`src/rtl/cagm_pkg.sv`:
```
`default_nettype none

package cagm_pkg;

  // Width of one gradient sample.
  localparam int unsigned SampleBits = 16;

  // A squared magnitude needs one bit less than twice the sample width.
  localparam int unsigned SqBits = 2 * SampleBits - 1;
  // The sum of two squares needs twice the sample width.
  localparam int unsigned RadBits = 2 * SampleBits;
  // The square root remainder stays below twice the root plus one.
  localparam int unsigned RemBits = SampleBits + 2;
  // One root bit is resolved per cell.
  localparam int unsigned NumCells = SampleBits;

  // One input beat: one channel of one pixel.
  typedef struct packed {
    logic signed [SampleBits-1:0] grad_x;
    logic signed [SampleBits-1:0] grad_y;
    logic                         last_channel;
  } cagm_in_t;

  // One output beat: one pixel.
  typedef struct packed {
    logic signed [SampleBits-1:0] best_x;
    logic signed [SampleBits-1:0] best_y;
    logic        [SampleBits-1:0] magnitude;
  } cagm_out_t;

  // Data handed from one root cell to the next.
  typedef struct packed {
    logic                         valid;
    logic signed [SampleBits-1:0] best_x;
    logic signed [SampleBits-1:0] best_y;
    logic        [RadBits-1:0]    rad;
    logic        [RemBits-1:0]    rem;
    logic        [SampleBits-1:0] root;
  } cagm_cell_t;

  // Unsigned magnitude of a two's complement sample; the most negative
  // value maps to 2^(SampleBits-1), which still fits.
  function automatic logic [SampleBits-1:0] mag_of(logic [SampleBits-1:0] v);
    return v[SampleBits-1] ? ((~v) + SampleBits'(1)) : v;
  endfunction

endpackage

`default_nettype wire

```
`src/rtl/channel_absmax_gradient_magnitude_top.sv`:
```
// An item with last_channel set is registered through the pick, square and sum
// stages, then through one cell of the square root chain per root bit.
// Throughput: one channel beat per cycle; the whole pipeline advances as one and
// holds only while a result waits at the output under stall.
// Reset clears the pixel state, the kept samples and every stage's valid bit.
`default_nettype none

module channel_absmax_gradient_magnitude_top import cagm_pkg::*; (
  input  wire logic      clk_i,
  input  wire logic      rst_ni,
  input  wire logic      in_valid_i,
  output logic           in_stall_o,
  input  wire cagm_in_t  in_data_i,
  output logic           out_valid_o,
  input  wire logic      out_stall_i,
  output cagm_out_t      out_data_o
);

  logic       en;
  cagm_cell_t chain [NumCells+1];

  // The pipeline moves whenever the output slot is empty or being taken.
  assign en         = !(chain[NumCells].valid && out_stall_i);
  assign in_stall_o = !en;

  cagm_front u_front (
    .clk_i      (clk_i),
    .rst_ni     (rst_ni),
    .en_i       (en),
    .in_valid_i (in_valid_i),
    .in_data_i  (in_data_i),
    .cell_o     (chain[0])
  );

  // Row of root cells, one result bit each.
  for (genvar i = 0; i < NumCells; i++) begin : g_cell
    cagm_sqrt_cell u_cell (
      .clk_i  (clk_i),
      .rst_ni (rst_ni),
      .en_i   (en),
      .cell_i (chain[i]),
      .cell_o (chain[i+1])
    );
  end

  // Output beat.
  assign out_valid_o          = chain[NumCells].valid;
  assign out_data_o.best_x    = chain[NumCells].best_x;
  assign out_data_o.best_y    = chain[NumCells].best_y;
  assign out_data_o.magnitude = chain[NumCells].root;

endmodule

`default_nettype wire

```
`src/rtl/cagm_front.sv`:
```
`default_nettype none

module cagm_front import cagm_pkg::*; (
  input  wire logic       clk_i,
  input  wire logic       rst_ni,
  input  wire logic       en_i,
  input  wire logic       in_valid_i,
  input  wire cagm_in_t   in_data_i,
  output cagm_cell_t      cell_o
);

  logic                         accept;
  logic                         pixel_open_q, pixel_open_d;
  logic signed [SampleBits-1:0] kept_x_q, kept_y_q;
  logic signed [SampleBits-1:0] pick_x, pick_y;

  // Pick stage registers.
  logic                         p_valid_q;
  logic signed [SampleBits-1:0] p_x_q, p_y_q;
  logic        [SampleBits-1:0] p_ax_q, p_ay_q;

  // Square stage registers.
  logic                         s_valid_q;
  logic signed [SampleBits-1:0] s_x_q, s_y_q;
  logic        [SqBits-1:0]     s_sqx_q, s_sqy_q;

  // Sum stage registers.
  logic                         r_valid_q;
  logic signed [SampleBits-1:0] r_x_q, r_y_q;
  logic        [RadBits-1:0]    r_rad_q;

  logic        [RadBits-1:0]    prod_x, prod_y;

  assign accept = in_valid_i && en_i;

  // The first channel of a pixel is taken as is; later channels replace
  // the kept sample unless the kept one is strictly larger in magnitude.
  always_comb begin
    if (!pixel_open_q) begin
      pick_x = in_data_i.grad_x;
      pick_y = in_data_i.grad_y;
    end else begin
      pick_x = (mag_of(kept_x_q) > mag_of(in_data_i.grad_x)) ? kept_x_q
                                                              : in_data_i.grad_x;
      pick_y = (mag_of(kept_y_q) > mag_of(in_data_i.grad_y)) ? kept_y_q
                                                              : in_data_i.grad_y;
    end
  end

  assign pixel_open_d = accept ? !in_data_i.last_channel : pixel_open_q;

  // Pixel state.
  always_ff @(posedge clk_i or negedge rst_ni) begin
    if (!rst_ni) begin
      pixel_open_q <= 1'b0;
      kept_x_q     <= '0;
      kept_y_q     <= '0;
    end else begin
      pixel_open_q <= pixel_open_d;
      if (accept) begin
        kept_x_q <= pick_x;
        kept_y_q <= pick_y;
      end
    end
  end

  // Unsigned squares of the magnitudes.
  assign prod_x = {{SampleBits{1'b0}}, p_ax_q} * {{SampleBits{1'b0}}, p_ax_q};
  assign prod_y = {{SampleBits{1'b0}}, p_ay_q} * {{SampleBits{1'b0}}, p_ay_q};

  // Valid bits of the three front stages.
  always_ff @(posedge clk_i or negedge rst_ni) begin
    if (!rst_ni) begin
      p_valid_q <= 1'b0;
      s_valid_q <= 1'b0;
      r_valid_q <= 1'b0;
    end else if (en_i) begin
      p_valid_q <= accept && in_data_i.last_channel;
      s_valid_q <= p_valid_q;
      r_valid_q <= s_valid_q;
    end
  end

  // Payload of the three front stages.
  always_ff @(posedge clk_i) begin
    if (en_i) begin
      p_x_q   <= pick_x;
      p_y_q   <= pick_y;
      p_ax_q  <= mag_of(pick_x);
      p_ay_q  <= mag_of(pick_y);
      s_x_q   <= p_x_q;
      s_y_q   <= p_y_q;
      s_sqx_q <= prod_x[SqBits-1:0];
      s_sqy_q <= prod_y[SqBits-1:0];
      r_x_q   <= s_x_q;
      r_y_q   <= s_y_q;
      r_rad_q <= {1'b0, s_sqx_q} + {1'b0, s_sqy_q};
    end
  end

  // Seed of the root chain.
  always_comb begin
    cell_o.valid  = r_valid_q;
    cell_o.best_x = r_x_q;
    cell_o.best_y = r_y_q;
    cell_o.rad    = r_rad_q;
    cell_o.rem    = '0;
    cell_o.root   = '0;
  end

endmodule

`default_nettype wire

```
`src/rtl/cagm_sqrt_cell.sv`:
```
`default_nettype none

module cagm_sqrt_cell import cagm_pkg::*; (
  input  wire logic       clk_i,
  input  wire logic       rst_ni,
  input  wire logic       en_i,
  input  wire cagm_cell_t cell_i,
  output cagm_cell_t      cell_o
);

  logic                  valid_q;
  cagm_cell_t            data_q;
  logic [RemBits+1:0]    rem_sh;
  logic [RemBits+1:0]    trial;
  logic [RemBits+1:0]    diff;
  logic                  fits;
  cagm_cell_t            data_d;

  // One restoring step: bring down the next two radicand bits and try
  // to subtract four times the root plus one.
  always_comb begin
    rem_sh = {cell_i.rem, cell_i.rad[RadBits-1 -: 2]};
    trial  = {2'b00, cell_i.root, 2'b01};
    diff   = rem_sh - trial;
    fits   = (rem_sh >= trial);

    data_d        = cell_i;
    data_d.rad    = {cell_i.rad[RadBits-3:0], 2'b00};
    data_d.rem    = fits ? diff[RemBits-1:0] : rem_sh[RemBits-1:0];
    data_d.root   = {cell_i.root[SampleBits-2:0], fits};
  end

  always_ff @(posedge clk_i or negedge rst_ni) begin
    if (!rst_ni) begin
      valid_q <= 1'b0;
    end else if (en_i) begin
      valid_q <= cell_i.valid;
    end
  end

  always_ff @(posedge clk_i) begin
    if (en_i) begin
      data_q <= data_d;
    end
  end

  always_comb begin
    cell_o       = data_q;
    cell_o.valid = valid_q;
  end

endmodule

`default_nettype wire

```
`config.mk`:
```
export PLATFORM = sky130hd
export DESIGN_NAME = channel_absmax_gradient_magnitude_top
export DESIGN_NICKNAME = d
export VERILOG_FILES = /design/src/rtl/cagm_pkg.sv /design/src/rtl/channel_absmax_gradient_magnitude_top.sv /design/src/rtl/cagm_front.sv /design/src/rtl/cagm_sqrt_cell.sv
export SDC_FILE = /design/constraint.sdc
export NUM_CORES = 2
export LEC_CHECK = 0
export ABC_CLOCK_PERIOD_IN_PS = 72900
export BUFFER_PORTS_ARGS = -buffer_cell sky130_fd_sc_hd__buf_4
export CAP_MARGIN = 20
export CORE_MARGIN = 2
export CORE_UTILIZATION = 50
export CTS_BUF_LIST = sky130_fd_sc_hd__clkbuf_8
export DETAILED_ROUTE_END_ITERATION = 8
export GPL_ROUTABILITY_DRIVEN = 0
export PLACE_DENSITY = 0.66
export REMOVE_ABC_BUFFERS = 1
export SYNTH_ARGS = -nofsm -noshare
export SYNTH_HDL_FRONTEND = slang
export SYNTH_SLANG_ARGS = --single-unit
```
`constraint.sdc`:
```
create_clock -name clk_i -period 72.9 [get_ports clk_i]
set_input_delay 7.29 -clock clk_i [delete_from_list [all_inputs] [get_ports clk_i]]
set_output_delay 7.29 -clock clk_i [all_outputs]
set_load 0.01 [all_outputs]
```
# Word-level counts from Yosys, hierarchy flattened

Index checks and enable logic that the tools add are counted.

Bits of input ports: 37
Register bits after elaboration: 1417
Output and inout bits: 50
Word-level logic and storage cells: 192

Multiply operators: 2
Add/subtract/negate cells: 22
Magnitude comparators: 18
Muxes and demuxes: 25
Reductions and logical operators: 5
Bitwise logic cells: 6

Operators with widths:

| kind                  | count |
|---|---|
| $mux 18               | 14 |
| $mux 16               | 8 |
| $add 16x1->16 const B | 6 |
| $not 16->16           | 6 |
| $mul 16x16->31        | 2 |
| $add 31x31->32        | 1 |
| $gt 16x16->1          | 2 |
| $mux 15               | 2 |
| $ge 20x10->1          | 1 |
| $ge 20x11->1          | 1 |
| $ge 20x12->1          | 1 |
| $ge 20x13->1          | 1 |
| $ge 20x14->1          | 1 |
| $ge 20x15->1          | 1 |
| $ge 20x16->1          | 1 |
| $ge 20x17->1          | 1 |
| $ge 20x3->1           | 1 |
| $ge 20x4->1           | 1 |
| $ge 20x5->1           | 1 |
| $ge 20x6->1           | 1 |
| $ge 20x7->1           | 1 |
| $ge 20x8->1           | 1 |
| $ge 20x9->1           | 1 |
| $sub 18x10->18        | 1 |
| other kinds (18)      | 21 |

# Longest topological paths before layout

Depth in word-level cells: 9
Mapped depth: 24
Depth with buffers taken out: 23

# Hierarchy

Synthesis repeated with hierarchy kept, for this count alone.

Cell total of the unflattened synthesis: 6954
Area total of the unflattened synthesis: 93000.4 um^2

By module, submodules not included:

| module                                  | area an instance (um^2) | times used | cells an instance | sequential area each (um^2) |
|---|---|---|---|---|
| cagm_sqrt_cell at g_cell[15].u_cell ... | 4141.5                  | 10         | 273               | 2907.8 |
| cagm_front                              | 26719.4                 | 1          | 2632              | 7387.1 |
| cagm_sqrt_cell at g_cell[0].u_cell ...  | 4142.7                  | 6          | 265               | 2907.8 |
| channel_absmax_gradient_magnitude_top   | 10.0                    | 1          | 2                 | 0.0 |

# Worst setup path before layout

Ideal clock, no wire load.

Path kind: input to output
Start point: in out_stall_i
End point: out in_stall_o
Data arrival time: 48.261 ns
Slack: 17.349 ns
Required time: 65.610 ns
Stages on the path: 3
Path buffers: 1
Path through: nand2_1 > clkbuf_1 > inv_1

Word-level cells in the longest chain between the ends: 1

RTL lines:

| what              | RTL line                                    | text |
|---|---|---|
| from (decl)       | channel_absmax_gradient_magnitude_top.sv:15 | `input wire logic out_stall_i,` |
| $logic_and 1x1->1 | channel_absmax_gradient_magnitude_top.sv:23 | `assign en = !(chain[NumCells].valid && out_stall_i);` |
| to (decl)         | channel_absmax_gradient_magnitude_top.sv:12 | `output logic in_stall_o,` |

No other way between the ends.

# Final worst setup path

Ends and elaborated chain as after synthesis.

==> impl_metrics.py <==
metrics = {
    "run_status": {
        "status": "completed",
    },
    "timing": {
        "fin_tns_setup_ps": 0,
        "drv_slew": 0,
        "fmax_ghz": 0.0645,
        "slew_headroom_pct": 26.4,
        "setup_viol": 0,
        "hold_viol_final": 0,
        "timing.final.crit_period_ps": 15490,
        "rsz0062_at_grt": "no",
        "worst_pin_slew_ps": 1100,
        "skew_ps": 82.4,
        "finalCritPeriodShare_pct": 21.3,
    },
    "setup_path": {
        "cpMostUsedCell": "buf_4",
        "path_cells": "buf_4 -> nand2_4 -> inv_1 -> buf_4",
        "worstSetupPathType": "in2out",
        "crit_path_end_kind": "output port",
        "cp.arrival_ps": 8200,
        "r2r_slack_ps": 65400,
        "critPathMaxStageDelay_ps": 480,
        "crit_path_start_kind": "primary input",
        "critPathMaxFanout": 53,
        "crit_buf_inv": 3,
        "slowest_stage": "nand2_4",
        "critical_path.top_delay_family": "simple AND/OR/NAND/NOR gates",
        "required_ps": 65610,
    },
    "yosys": {
        "synthTopCellsByCount": "edfxtp_1, inv_1, ha_1, fa_1, nand2_1",
        "synth-edff-count": 1354,
        "synthArstFlopShare_pct": 3.70,
        "syn_inst": 5236,
        "synth_area_leaders": "edfxtp_1, fa_1, ha_1, inv_1, xnor2_1",
        "synth_top_area_share_pct": 57.2,
        "synth_most_common_cell": "edfxtp_1",
        "ys_warn_count": 0,
        "yosysTopAreaCell": "edfxtp_1",
        "syn_area_mm2": 0.0710,
        "avgSynthCellArea_um2": 13.6,
        "synth_cell_types": 83,
        "yosys_most_used_dff": "edfxtp_1",
        "ys_seq_area_share_pct": 59.1,
        "ys_ff_latch": 1406,
    },
    "floorplan": {
        "initial_utilization_pct": 50.3,
        "core-area_mm2": 0.141,
        "die_h_um": 381,
        "io_pins": 87,
        "dieArea_mm2": 0.145,
        "die_w_um": 381,
        "rows": 138,
    },
    "route": {
        "ant_nets": 0,
        "dr_total_vias": 38333,
        "wire_per_inst_um": 15.6,
        "wirelength_um": 117000,
        "drtIter0Drc": 2005,
        "first_pass_iters": 5,
        "drcViolationCount": 0,
        "via_per_inst": 5.10,
    },
    "global_routing": {
        "grt_pass1_vias": 39765,
        "grt_pass1_wl_um": 195000,
        "gr-usage-all-layers_pct": 16.5,
        "grt_max_degree": 199,
        "grt-ovfl-total": 0,
        "antenna_found_initial": 2,
    },
    "layout": {
        "syn_to_final_growth_pct": 9.53,
        "nNetsFinal": 6217,
        "fillCellCount": 11681,
        "layout-drive-gt1-share_pct": 9.37,
    },
    "hold_path": {
        "worstHoldPathType": "reg2reg",
    },
    "place": {
        "dp_hpwl_um": 82000,
        "portBuffers": 86,
    },
    "clocking": {
        "clk_latency_ps": 940,
        "ctsHoldBuffers": 0,
        "cts_max_level": 4,
        "clk_path_buf_depth": 3,
        "cts_tree": "built",
        "path_clk_slew_ps": 60,
        "cts_root_buffer": "clkbuf_8",
        "clock_sinks": 1406,
        "ctsResizeCount": 0,
        "cts_buffers": 223,
        "cts_setup_buffers": 0,
    },
    "run": {
        "drv_cap": 0,
    },
}
==> logic make-up after synthesis <==
kind of cell | after synthesis | share of synthesized area (%)
other | 1 | 0.00528
DFF | 1406 | 59.1
xor gates and xnor gates | 345 | 4.25
AOI/OAI and AO/OA | 656 | 5.89
muxes | 110 | 1.68
buffers and inverters | 862 | 4.86
and+or+nand+nor | 1116 | 7.76
adders and majority gates | 740 | 16.5
==> sequential cells by signal, summed over array words and instances (netlist names), 16 cells and up <==
register / count
u_front.r_x_q: 16
u_front.kept_x_q: 16
u_front.s_sqy_q: 30
u_front.r_rad_q: 32
g_cell.u_cell.valid_q: 16
u_front.s_sqx_q: 30
u_front.p_ay_q: 16
g_cell.u_cell.cell_o: 1138
u_front.r_y_q: 16
u_front.kept_y_q: 16
u_front.p_ax_q: 16
==> metal layers <==
metal  share of wire [%]  global-route usage [%]  vias up
li1                    -                       -    18740
met5                   0                       0        -
met1                  42                    20.0    18659
met3                 4.0                    3.18      258
met4                 3.3                    6.67        0
met2                  51                    29.0      676
==> stage by stage <==
step                hold slack [ps]  cell area [um2]  std cells  setup WS [ps]  util, %
floorplan                       400            70300       5098          26270        -
global placement                400            73600       7103          57370     52.1
detailed placement              405            73600       7103          57350     52.1
CTS                             362            77800       7504          57360     55.1
global route                    371            77800       7510          57280     55.1
finish                          372            77800       7510          57410     55.1
==> final cells by class <==
class | count | area [um2] | share of cell area, %
clock buffers | 224 | 3080 | 3.96
multi-input cells | 2968 | 25600 | 32.9
repair buffers | 117 | 915 | 1.18
diodes | 4 | 10.0 | 0.0129
flip-flops and latches | 1406 | 42000 | 53.9
well taps | 1890 | 2360 | 3.04
clock inverters | 177 | 1120 | 1.44
inverters | 724 | 2720 | 3.49
==> worst reg2reg max path: stages, from the launching register on <==
cell and delay, ps:
edfxtp_1 760, and2_1 400, fa_1 540, inv_1 50, fa_1 470, inv_1 60
fa_1 500, inv_1 50, fa_1 470, inv_1 60, fa_1 530, inv_1 50
fa_1 530, inv_1 40, ha_1 330, and2_1 220, a221o_1 370, a21oi_1 400
a21boi_0 560, o21a_1 270, o311ai_0 190, a2111o_1 420, o211ai_1 100
==> final timing paths <==
path / startpoint / endpoint / cells past startpoint
hold / removal: g_cell[1].u_cell.cell_o[60]$_DFFE_PN_ / g_cell[2].u_cell.cell_o[62]$_DFFE_PN_ / 0
setup reg to reg: u_front.p_ax_q[10]$_DFFE_PN_ / u_front.s_sqx_q[30]$_DFFE_PN_ / 22
min in group asynchronous: rst_ni / u_front.kept_x_q[12]$_DFFE_PN0P_ / 1
setup / recovery: out_stall_i / in_stall_o / 4
hold reg to reg: g_cell[1].u_cell.cell_o[60]$_DFFE_PN_ / g_cell[2].u_cell.cell_o[62]$_DFFE_PN_ / 0
max in group asynchronous: rst_ni / u_front.kept_y_q[5]$_DFFE_PN0P_ / 1
==> layout by cell type, fill, tap and decap left out, drive strengths merged, types with 10 or more instances in the layout <==
cell type     n
a2111oi      11
a211oi       26
a21boi       10
a21o         62
a21oi       208
a31o         10
a31oi        16
and2        117
and3         21
buf         117
clkbuf      224
clkinv       80
dfrtp        52
edfxtp     1354
fa          326
ha          414
inv         809
mux2         62
mux2i        48
nand2       317
nand2b       40
nand3        42
nand3b       15
nand4        25
nor2        256
nor2b        41
nor3        102
nor4         32
o211ai       10
o21a         63
o21ai       139
o21bai       12
o31ai        27
or2          25
or3          38
or4          12
xnor2       215
xor2        130
Power is left out: the tool's default activity adds up to more than one toggle a clock period on the data nets, which glitch-free logic cannot reach.
